===== src/hdl/lrcd_pkg.sv =====
// shared types, widths and register codes of the lidar region collision detector
package lrcd_pkg;

    // field widths
    localparam int ANGLE_W    = 16;
    localparam int RANGE_W    = 16;
    localparam int ANG_CFG_W  = 15;
    localparam int CNT_W      = 13;
    localparam int SLIM_W     = 14;
    localparam int CFG_IDX_W  = 3;
    localparam int CFG_DATA_W = 16;

    // counter saturation ceiling that the count field can still carry
    localparam int CNT_CEIL        = 8191;
    localparam int MAX_SAMPLES_DEF = 4096;

    // register indexes
    typedef enum logic [CFG_IDX_W-1:0] {
        REG_RANGE_LOW        = 3'd0,
        REG_RANGE_HIGH       = 3'd1,
        REG_COLLISION_RANGE  = 3'd2,
        REG_FRONT_HALF_ANGLE = 3'd3,
        REG_SIDE_ANGLE_LOW   = 3'd4,
        REG_SIDE_ANGLE_HIGH  = 3'd5,
        REG_FRONT_HIT_LIMIT  = 3'd6,
        REG_SIDE_HIT_LIMIT   = 3'd7
    } t_reg_idx;

    // register reset values
    localparam logic [RANGE_W-1:0]   RST_RANGE_LOW        = 16'd0;
    localparam logic [RANGE_W-1:0]   RST_RANGE_HIGH       = 16'd65535;
    localparam logic [ANG_CFG_W-1:0] RST_COLLISION_RANGE  = 15'd500;
    localparam logic [ANG_CFG_W-1:0] RST_FRONT_HALF_ANGLE = 15'd2144;
    localparam logic [ANG_CFG_W-1:0] RST_SIDE_ANGLE_LOW   = 15'd6434;
    localparam logic [ANG_CFG_W-1:0] RST_SIDE_ANGLE_HIGH  = 15'd19302;
    localparam logic [CNT_W-1:0]     RST_FRONT_HIT_LIMIT  = 13'd0;
    localparam logic [SLIM_W-1:0]    SIDE_LIMIT_FRONT_ONLY = 14'h3FFF;

    // configuration as seen by the datapath
    typedef struct packed {
        logic [RANGE_W-1:0]       range_low;
        logic [RANGE_W-1:0]       range_high;
        logic [ANG_CFG_W-1:0]     collision_range;
        logic [ANG_CFG_W-1:0]     front_half_angle;
        logic [ANG_CFG_W-1:0]     side_angle_low;
        logic [ANG_CFG_W-1:0]     side_angle_high;
        logic [CNT_W-1:0]         front_hit_limit;
        logic signed [SLIM_W-1:0] side_hit_limit;
    } t_cfg;

    // region hits of one sample
    typedef struct packed {
        logic left;
        logic right;
        logic front;
    } t_hits;

endpackage


===== src/hdl/lrcd_if.sv =====
// sample and scan result channel interfaces

interface lrcd_in_if import lrcd_pkg::*; ();
    logic                      valid;
    logic                      ready;
    logic signed [ANGLE_W-1:0] angle;
    logic [RANGE_W-1:0]        range_mm;
    logic                      last;

    modport source (output valid, output angle, output range_mm, output last, input ready);
    modport sink   (input valid, input angle, input range_mm, input last, output ready);
endinterface

interface lrcd_out_if import lrcd_pkg::*; ();
    logic             valid;
    logic             ready;
    logic             collision;
    logic [CNT_W-1:0] left_count;
    logic [CNT_W-1:0] right_count;
    logic [CNT_W-1:0] front_count;

    modport source (output valid, output collision, output left_count, output right_count,
                    output front_count, input ready);
    modport sink   (input valid, input collision, input left_count, input right_count,
                    input front_count, output ready);
endinterface


===== src/hdl/lidar_region_collision_detector_top.sv =====
// lidar region collision detector top level
//
//   channel   dir  payload                                         beat taken when
//   i_in      in   angle, range_mm, last                           valid && ready
//   o_out     out  collision, left/right/front_count               valid && ready
//   i_cfg_*   in   index, data                                     i_cfg_wr_en
//
// one beat per cycle sustained while no last sample is held back; a sample passes through the input register
// and a last sample's scan result is registered from there into the output register
// a non-last sample never waits in the input register; a last sample waits there,
// holding off further beats, only while the previous scan result is still held on o_out
// synchronous active-low reset clears counters, valids and configuration registers to defaults
module lidar_region_collision_detector_top import lrcd_pkg::*; #(
    parameter int MAX_SAMPLES = MAX_SAMPLES_DEF
) (
    input  logic                  i_clk,
    input  logic                  i_rst_n,
    input  logic                  i_cfg_wr_en,
    input  logic [CFG_IDX_W-1:0]  i_cfg_index,
    input  logic [CFG_DATA_W-1:0] i_cfg_data,
    lrcd_in_if.sink               i_in,
    lrcd_out_if.source            o_out
);

    localparam int               CAP_INT = (MAX_SAMPLES < CNT_CEIL) ? MAX_SAMPLES : CNT_CEIL;
    localparam logic [CNT_W-1:0] HIT_CAP = CNT_W'(CAP_INT);

    t_cfg r_cfg;

    logic                      r_s1_valid;
    logic signed [ANGLE_W-1:0] r_s1_angle;
    logic [RANGE_W-1:0]        r_s1_range;
    logic                      r_s1_last;

    logic [CNT_W-1:0] r_left;
    logic [CNT_W-1:0] r_right;
    logic [CNT_W-1:0] r_front;
    logic [CNT_W-1:0] n_left;
    logic [CNT_W-1:0] n_right;
    logic [CNT_W-1:0] n_front;

    logic             r_out_valid;
    logic             r_out_coll;
    logic [CNT_W-1:0] r_out_left;
    logic [CNT_W-1:0] r_out_right;
    logic [CNT_W-1:0] r_out_front;
    logic             n_coll;

    t_hits hits;
    logic  s1_adv;
    logic  in_beat;
    logic  side_ok;

    // configuration registers
    always_ff @(posedge i_clk) begin
        if (!i_rst_n) begin
            r_cfg.range_low        <= RST_RANGE_LOW;
            r_cfg.range_high       <= RST_RANGE_HIGH;
            r_cfg.collision_range  <= RST_COLLISION_RANGE;
            r_cfg.front_half_angle <= RST_FRONT_HALF_ANGLE;
            r_cfg.side_angle_low   <= RST_SIDE_ANGLE_LOW;
            r_cfg.side_angle_high  <= RST_SIDE_ANGLE_HIGH;
            r_cfg.front_hit_limit  <= RST_FRONT_HIT_LIMIT;
            r_cfg.side_hit_limit   <= SIDE_LIMIT_FRONT_ONLY;
        end else if (i_cfg_wr_en) begin
            case (t_reg_idx'(i_cfg_index))
                REG_RANGE_LOW:        r_cfg.range_low        <= i_cfg_data;
                REG_RANGE_HIGH:       r_cfg.range_high       <= i_cfg_data;
                REG_COLLISION_RANGE:  r_cfg.collision_range  <= i_cfg_data[ANG_CFG_W-1:0];
                REG_FRONT_HALF_ANGLE: r_cfg.front_half_angle <= i_cfg_data[ANG_CFG_W-1:0];
                REG_SIDE_ANGLE_LOW:   r_cfg.side_angle_low   <= i_cfg_data[ANG_CFG_W-1:0];
                REG_SIDE_ANGLE_HIGH:  r_cfg.side_angle_high  <= i_cfg_data[ANG_CFG_W-1:0];
                REG_FRONT_HIT_LIMIT:  r_cfg.front_hit_limit  <= i_cfg_data[CNT_W-1:0];
                REG_SIDE_HIT_LIMIT:   r_cfg.side_hit_limit   <= i_cfg_data[SLIM_W-1:0];
                default: begin
                end
            endcase
        end
    end

    // handshake: a last sample must not overwrite an untaken result
    assign s1_adv     = r_s1_valid && !(r_s1_last && r_out_valid && !o_out.ready);
    assign i_in.ready = !r_s1_valid || s1_adv;
    assign in_beat    = i_in.valid && i_in.ready;

    // input register
    always_ff @(posedge i_clk) begin
        if (!i_rst_n) begin
            r_s1_valid <= 1'b0;
        end else if (in_beat) begin
            r_s1_valid <= 1'b1;
        end else if (s1_adv) begin
            r_s1_valid <= 1'b0;
        end
    end

    always_ff @(posedge i_clk) begin
        if (in_beat) begin
            r_s1_angle <= i_in.angle;
            r_s1_range <= i_in.range_mm;
            r_s1_last  <= i_in.last;
        end
    end

    lrcd_classify u_classify (
        .i_cfg   (r_cfg),
        .i_angle (r_s1_angle),
        .i_range (r_s1_range),
        .o_hits  (hits)
    );

    // saturating counts including the current sample
    always_comb begin
        n_left  = r_left;
        n_right = r_right;
        n_front = r_front;
        if (hits.left && (r_left < HIT_CAP)) begin
            n_left = r_left + CNT_W'(1);
        end
        if (hits.right && (r_right < HIT_CAP)) begin
            n_right = r_right + CNT_W'(1);
        end
        if (hits.front && (r_front < HIT_CAP)) begin
            n_front = r_front + CNT_W'(1);
        end
    end

    // collision decision, side limits skipped in front-only mode
    assign side_ok = (r_cfg.side_hit_limit == SIDE_LIMIT_FRONT_ONLY) ||
                     (($signed({1'b0, n_left}) > r_cfg.side_hit_limit) &&
                      ($signed({1'b0, n_right}) > r_cfg.side_hit_limit));
    assign n_coll  = (n_front > r_cfg.front_hit_limit) && side_ok;

    // hit counters, cleared after the last sample of a scan
    always_ff @(posedge i_clk) begin
        if (!i_rst_n) begin
            r_left  <= '0;
            r_right <= '0;
            r_front <= '0;
        end else if (s1_adv) begin
            if (r_s1_last) begin
                r_left  <= '0;
                r_right <= '0;
                r_front <= '0;
            end else begin
                r_left  <= n_left;
                r_right <= n_right;
                r_front <= n_front;
            end
        end
    end

    // result register
    always_ff @(posedge i_clk) begin
        if (!i_rst_n) begin
            r_out_valid <= 1'b0;
        end else if (s1_adv && r_s1_last) begin
            r_out_valid <= 1'b1;
        end else if (o_out.ready) begin
            r_out_valid <= 1'b0;
        end
    end

    always_ff @(posedge i_clk) begin
        if (s1_adv && r_s1_last) begin
            r_out_coll  <= n_coll;
            r_out_left  <= n_left;
            r_out_right <= n_right;
            r_out_front <= n_front;
        end
    end

    assign o_out.valid       = r_out_valid;
    assign o_out.collision   = r_out_coll;
    assign o_out.left_count  = r_out_left;
    assign o_out.right_count = r_out_right;
    assign o_out.front_count = r_out_front;

endmodule


===== src/hdl/lrcd_classify.sv =====
// region classification of one lidar sample against the configured bands
module lrcd_classify import lrcd_pkg::*; (
    input  t_cfg                      i_cfg,
    input  logic signed [ANGLE_W-1:0] i_angle,
    input  logic [RANGE_W-1:0]        i_range,
    output t_hits                     o_hits
);

    logic [ANGLE_W-1:0] abs_ang;
    logic               range_ok;
    logic               side_band;
    logic               side_near;
    logic               front_band;
    logic               front_near;
    logic               positive;

    // absolute bearing, most negative angle maps to 32768
    assign abs_ang = i_angle[ANGLE_W-1] ? (~ANGLE_W'(i_angle) + ANGLE_W'(1))
                                        : ANGLE_W'(i_angle);

    // validity window on range, both ends exclusive
    assign range_ok = (i_range < i_cfg.range_high) && (i_range > i_cfg.range_low);

    // side bands use twice the collision distance
    assign side_band = (abs_ang > {1'b0, i_cfg.side_angle_low}) &&
                       (abs_ang < {1'b0, i_cfg.side_angle_high});
    assign side_near = i_range < {i_cfg.collision_range, 1'b0};

    // front sector
    assign front_band = abs_ang < {1'b0, i_cfg.front_half_angle};
    assign front_near = i_range < {1'b0, i_cfg.collision_range};

    assign positive = !i_angle[ANGLE_W-1] && (i_angle != '0);

    assign o_hits.left  = range_ok && side_band && side_near && positive;
    assign o_hits.right = range_ok && side_band && side_near && !positive;
    assign o_hits.front = range_ok && front_band && front_near;

endmodule


===== src/flat_wrapper.sv =====
// flat-port wrapper written by rule: the top's interface ports become plain ports
module lidar_region_collision_detector_top_flat import lrcd_pkg::*;
#(
    parameter int MAX_SAMPLES = MAX_SAMPLES_DEF
)
  (i_clk, i_rst_n, i_cfg_wr_en, i_cfg_index, i_cfg_data, i_in_valid, i_in_angle, i_in_range_mm, i_in_last, i_in_ready, o_out_valid, o_out_collision, o_out_left_count, o_out_right_count, o_out_front_count, o_out_ready);
  lrcd_in_if i_in_i ();
  lrcd_out_if o_out_i ();
  input  logic i_clk;
  input  logic i_rst_n;
  input  logic i_cfg_wr_en;
  input  logic [CFG_IDX_W-1:0] i_cfg_index;
  input  logic [CFG_DATA_W-1:0] i_cfg_data;
  input wire logic [$bits(i_in_i.valid)-1:0] i_in_valid;
  input wire logic [$bits(i_in_i.angle)-1:0] i_in_angle;
  input wire logic [$bits(i_in_i.range_mm)-1:0] i_in_range_mm;
  input wire logic [$bits(i_in_i.last)-1:0] i_in_last;
  output wire logic [$bits(i_in_i.ready)-1:0] i_in_ready;
  output wire logic [$bits(o_out_i.valid)-1:0] o_out_valid;
  output wire logic [$bits(o_out_i.collision)-1:0] o_out_collision;
  output wire logic [$bits(o_out_i.left_count)-1:0] o_out_left_count;
  output wire logic [$bits(o_out_i.right_count)-1:0] o_out_right_count;
  output wire logic [$bits(o_out_i.front_count)-1:0] o_out_front_count;
  input wire logic [$bits(o_out_i.ready)-1:0] o_out_ready;
  assign i_in_i.valid = i_in_valid;
  assign i_in_i.angle = i_in_angle;
  assign i_in_i.range_mm = i_in_range_mm;
  assign i_in_i.last = i_in_last;
  assign i_in_ready = i_in_i.ready;
  assign o_out_valid = o_out_i.valid;
  assign o_out_collision = o_out_i.collision;
  assign o_out_left_count = o_out_i.left_count;
  assign o_out_right_count = o_out_i.right_count;
  assign o_out_front_count = o_out_i.front_count;
  assign o_out_i.ready = o_out_ready;
  lidar_region_collision_detector_top #(.MAX_SAMPLES(MAX_SAMPLES)) u_core (.i_clk(i_clk), .i_rst_n(i_rst_n), .i_cfg_wr_en(i_cfg_wr_en), .i_cfg_index(i_cfg_index), .i_cfg_data(i_cfg_data), .i_in(i_in_i), .o_out(o_out_i));
endmodule

===== config.mk =====
export PLATFORM = sky130hd
export DESIGN_NAME = lidar_region_collision_detector_top_flat
export DESIGN_NICKNAME = d
export VERILOG_FILES = /design/src/hdl/lrcd_pkg.sv /design/src/hdl/lrcd_if.sv /design/src/hdl/lidar_region_collision_detector_top.sv /design/src/hdl/lrcd_classify.sv /design/src/flat_wrapper.sv
export SDC_FILE = /design/constraint.sdc
export NUM_CORES = 1
export LEC_CHECK = 0
export BUFFER_PORTS_ARGS = -buffer_cell sky130_fd_sc_hd__buf_2
export CAP_MARGIN = 20
export CORE_AREA = 2 2 242 125
export CTS_CLUSTER_SIZE = 14
export DETAILED_ROUTE_END_ITERATION = 12
export DIE_AREA = 0 0 244 127
export PLACE_DENSITY_LB_ADDON = 0.08
export SYNTH_ARGS = -nofsm -noshare
export SYNTH_HDL_FRONTEND = slang
export SYNTH_HIERARCHICAL = 1
export SYNTH_SLANG_ARGS = --single-unit

===== constraint.sdc =====
create_clock -name i_clk -period 16.9 [get_ports i_clk]
set_input_delay 1.69 -clock i_clk [delete_from_list [all_inputs] [get_ports i_clk]]
set_output_delay 1.69 -clock i_clk [all_outputs]
set_load 0.005 [all_outputs]

# After elaboration in Yosys (flattened, before gate mapping)
# Cells that the tools add are included.
# Widths: inputs -> output; s select.
[classes]
n_lt_le_gt_ge = 13
add_sub_neg = 4
mux = 11
n_eq_ne = 8
n_reduce_logical = 38
bitwise = 1
[op_table]
columns = ["operator", "n"]
rows = [
  ["$mux 13", 6],
  ["$lt 16x15->1", 3],
  ["$add 13x1->13 const B", 3],
  ["$lt 13x13->1 const B", 3],
  ["$lt 16x16->1", 2],
  ["$gt 14x14->1", 2],
  ["$logic_and 1x1->1", 19],
  ["$add 16x2->16 const B", 1],
  ["$gt 16x15->1", 1],
  ["$gt 16x16->1", 1],
  ["$mux 16", 1],
  ["$not 16->16", 1],
  ["$reduce_and 2->1", 8],
  ["$reduce_bool 16->1", 1],
  ["$eq 14x14->1 const B", 1],
  ["$gt 13x13->1", 1],
  ["$eq 3x3->1 const B", 4],
  ["$eq 3x2->1 const B", 2],
  ["$logic_not 1->1", 5],
  ["$mux 1", 4],
  ["$reduce_bool 2->1", 2],
  ["$eq 3x1->1 const B", 1],
  ["$logic_not 3->1", 1],
  ["$logic_or 1x1->1", 2],
]
[totals]
inputBits = 57
wordCells = 95
regBits = 233
output_inout_bits = 42

# Depth between registers and ports, before layout
[logic_depth]
word_depth = 14
mapped_depth = 23
depth_no_buf = 22

# By module
# Netlist, hierarchy kept.
[by_module_without_submodules]
columns = ["module", "n_inst", "area_each_um2", "seq_area_each_um2", "cells_per_inst"]
rows = [
  ["lidar_region_collision_detector_top", 1, 9960.8, 5395.2, 1022],
  ["lrcd_classify", 1, 2821.5, 0.0, 381],
]

# Least setup slack after synthesis
# No wires, ideal clock.
[synth_timing]
kind = "reg2reg"
startpoint = "register u_core.r_s1_angle[9]"
endpoint = "register u_core.r_out_coll, in the netlist u_core/o_out.collision (data pin)"
path_stages_with_launch = 22
arrival_ns = 5.231
required_time_ns = 16.624
path_slack_ns = 11.392
synth_period_minus_slack_ns = 5.508
setup_time_ns = 0.276
n_path_buf = 0
cell_sequence = "edfxtp_1 -> or4_4 -> or4_4 -> o21ai_0 -> xnor2_1 -> ha_1 -> a211oi_1 -> nand2_1 -> a311o_1 -> a2111oi_4 -> nand3_1 -> nor3_1 -> nand4b_1 -> nor3_2 -> nand2_1 -> xnor2_1 -> ha_1 -> a21o_1 -> a211oi_1 -> o21ai_0 -> o41ai_1 -> a2111oi_0"
[synth_lines]
columns = ["element", "line_no", "text"]
rows = [
  ["start: declaration", "lidar_region_collision_detector_top.sv:31", "logic signed [ANGLE_W-1:0] r_s1_angle;"],
  ["start signal: assignment", "lidar_region_collision_detector_top.sv:99", "r_s1_angle <= i_in.angle;"],
  ["end signal: assignment", "lidar_region_collision_detector_top.sv:166", "r_out_coll <= n_coll;"],
  ["end: declaration", "lidar_region_collision_detector_top.sv:43", "logic r_out_coll;"],
]

==> impl_results.md <==
* Die height at 127 um
* Yosys reg bits at 233
* Fin cells at 1881
* Leading area contributor after synthesis: dfxtp_1
* Yosys cell types at 66
* Layout cells sized above 1 at 0.107
* Final wirelength at 34400 um
* GRT Resource Usage Total at 0.221
* Hold Path Class: reg2reg
* Register Area at 5400 um2
* Root buffer cell: clkbuf_16
* FP Rows at 44
* Pwr per Cell Area at 85.4 nW/um2
* Worst reg-to-reg path cell count at 21
* Core footprint at 28700 um2
* Hold path depth at 2
* Combinational share of power at 0.103
* H-tree depth at 1
* Setup TNS at 0 ps
* Initial DRT Pass Iterations at 8
* Buffers & Inverters on Critical Path at 0
* Pin count of the biggest net entering global routing at 79
* Global route overflow at 0
* Post-DP HPWL at 24700 um
* WP data required at 17150 ps
* Post-placement cell count at 1838
* Psw at 0.305 mW
* Crit path from: u_core/r_s1_angle[9]
* Via Count at 10100
* R2R setup slack at 10200 ps
* Final #Nets at 1673
* Yosys warns at 6
* TritonCTS clock tree: yes
* Final worst path period share at 0.396
* Post-Syn Instances at 1403
* Top cell type's share of synthesized area at 0.251
* Final estimated routing congestion in global placement at 0.869
* Slowest stage delay, CP at 590 ps
* P_int at 0.912 mW
* P&R area growth vs syn at 11.5%
* First-pass GRT wire length at 53900 um
* Sequential area share after synthesis at 0.422
* Reg-to-Reg End: u_core/o_out.collision
* Post-synthesis cell area at 12800 um2
* Asr flop ratio synth at 0
* Ys flop type: dfxtp_1
* Slowest cell on crit path: nor3_1
* I/O Buffers at 98
* RSZ-0062 raised after global routing: no
* DRC Markers at 0
* Clock share of power at 0.402
* Final Slew Violations at 0
* Number of global-route vias before repair at 9719
* Crit. path cell count at 21
* Critical path endpoint: u_core/o_out.collision
* Final number of setup-violating endpoints at 0
* Synth Area per Inst at 9.11 um2
* Clk buf depth at 3
* Die Area at 31000 um2
* Syn_nets at 1605
* Max-cap violations at 0
* Slew Limit Headroom at 0.290
* Setup WS pre-CTS at 10270 ps
* FF-to-FF Start: u_core/r_s1_angle[9]
* Clk sink count at 233
* Initial drt markers at 719
* Clk_skew at 9.38 ps
* Top cells by area, synth: dfxtp_1 (25%), edfxtp_1 (17%), ha_1 (14%)
* Total CTS buffers at 22
* Delay-heaviest family, CP: simple AND/OR/NAND/NOR gates
* Post-DR vias/cell at 5.37
* Cts repair resizes at 0
* ANT nets after route at 0
* Later-pin clock latency in the skew report at 530 ps
* Most numerous cell in the Yosys netlist: nand2_1
* Avg WL per Cell at 18.3 um
* Post-CTS setup buffers at 0
* Post-synth EDFFs at 73
* Initial antenna violation count at 2
* Leak at 6.22 nW
* Crit path kind: reg2reg
* CTS Hold Bufs at 0
* PnR worst setup slack at 10200 ps
* Critical Path End Type: flop
* Max frequency at 0.149 GHz
* Die W at 244 um
* Worst Max-Slew Pin Slew at 1060 ps
* Worst-path fanout max at 6
* Part of the power in registers at 0.495
* Filler cells at 2719
* Area of the multi-input gates at 6630 um2
* Final min period at 6700 ps
* Startpoint types: flop
* Peak VDD IR at 0.0577 mV
* CP arrival at 6950 ps
* # IOs at 99
* Critical-path cell list: or4_4 > or4_4 > o21ai_0 > xnor2_1 > ha_1 > a211oi_1 > nand2_1 > a311o_1 > a2111oi_4 > nand3_1 > nor3_1 > nand4b_1 > nor3_2 > nand2_1 > xnor2_1 > ha_1 > a21o_1 > a211oi_1 > o21ai_0 > o41ai_1 > a2111oi_0
* Outcome: finished, final reports clean
* Hold Vio Cnt, Final at 0
* Starting Density at 0.446
* Most instantiated cells after synthesis: nand2_1 (275), dfxtp_1 (160), ha_1 (145)
* Clock transition at path regs at 70 ps
* Net Sw Frac at 0.251
-- metrics by stage --
step | total power [mW] | hold slack [ps] | util | area, um2
floorplan | 0.696 | 435 | - | 12800
global placement | 0.736 | 445 | 0.472 | 13500
detailed placement | 0.740 | 448 | 0.473 | 13600
CTS | 1.23 | 458 | 0.497 | 14200
global route | 1.27 | 470 | 0.497 | 14300
finish | 1.22 | 456 | 0.497 | 14300
-- worst min-delay path: cells and delay by family, from the launching register on --
| family | cells | cell delay (ps) |
|---|---|---|
| compound gates | 1 | 50 |
| flops | 1 | 310 |
| simple gates | 1 | 50 |
-- flip-flops by register name, indices dropped and copies added (netlist names) --
register / flops
u_core/o_out.collision: 1
u_core/o_out.front_count: 13
u_core/o_out.left_count: 13
u_core/o_out.right_count: 13
u_core/o_out.valid: 1
u_core/r_cfg: 119
u_core/r_front: 13
u_core/r_left: 13
u_core/r_right: 13
u_core/r_s1_angle: 16
u_core/r_s1_last: 1
u_core/r_s1_range: 16
u_core/r_s1_valid: 1
-- layout by cell type, fill, tap and decap left out, drive strengths merged, types with 6 or more instances in the layout --
| cell type | synthesis | routed |
|---|---|---|
| and3 | 10 | 10 |
| nor2 | 34 | 34 |
| nor2b | 31 | 31 |
| nor4 | 8 | 8 |
| inv | 122 | 122 |
| a21oi | 43 | 43 |
| nand4 | 24 | 24 |
| ha | 145 | 145 |
| buf | 16 | 109 |
| a21o | 18 | 18 |
| a31oi | 7 | 7 |
| o21a | 6 | 6 |
| nand3 | 70 | 70 |
| a211oi | 10 | 10 |
| a21boi | 80 | 80 |
| nor3 | 13 | 13 |
| nand2b | 14 | 14 |
| xnor2 | 36 | 36 |
| o21ai | 39 | 39 |
| o31ai | 7 | 7 |
| edfxtp | 73 | 73 |
| clkbuf | 49 | 38 |
| xor2 | 10 | 10 |
| a22oi | 15 | 15 |
| dfxtp | 160 | 160 |
| o211ai | 17 | 17 |
| nand2 | 275 | 275 |
-- cells by family after synthesis --
logic type / share of synthesized area
AND/OR/NAND/NOR: 0.191
flip-flops: 0.422
adder cells (fa/ha/maj): 0.142
AO/OA/AOI/OAI: 0.152
multiplexers: 0.00264
XOR/XNOR: 0.0315
buffers and inverters: 0.0591
-- routing by layer --
metal	wire, um	share of wire	GRT usage	vias up
li1	-	-	-	5029
met1	16900	0.49	0.317	4761
met2	15100	0.44	0.352	250
met3	1570	0.046	0.0290	52
met4	806	0.023	0.0599	0
met5	0	0	0	-
-- how the worst min path moves through the flow --
stage	from	slack (ps)	endpoint
2_1_floorplan	u_core/r_cfg[108]	440	u_core/r_cfg[108]
3_3_place_gp	u_core/r_cfg[110]	450	u_core/r_cfg[110]
3_5_place_dp	u_core/r_cfg[108]	450	u_core/r_cfg[108]
4_1_cts	u_core/r_cfg[108]	460	u_core/r_cfg[108]
5_1_grt	u_core/r_cfg[55]	470	u_core/r_cfg[55]
6_report	u_core/r_cfg[116]	460	u_core/r_cfg[116]
-- power by group through the flow --
stage / clock (mW) / combinational [mW] / sequential [mW]
6_report: 0.490 / 0.125 / 0.602
2_1_floorplan: 0 / 0.0858 / 0.610
3_5_place_dp: 0 / 0.125 / 0.615
4_1_cts: 0.504 / 0.126 / 0.602
5_1_grt: 0.526 / 0.142 / 0.604
3_3_place_gp: 0 / 0.122 / 0.614
-- cell type report --
class,instances,area share
Timing Repair Buffer,109,0.0406
Tap cell,391,0.0343
Inverter,122,0.0321
Multi-Input combinational cell,983,0.465
Clock inverter,2,0.000702
Antenna cell,3,0.000527
Clock buffer,38,0.0478
Sequential cell,233,0.379
Power figures use the tool's default switching activity.
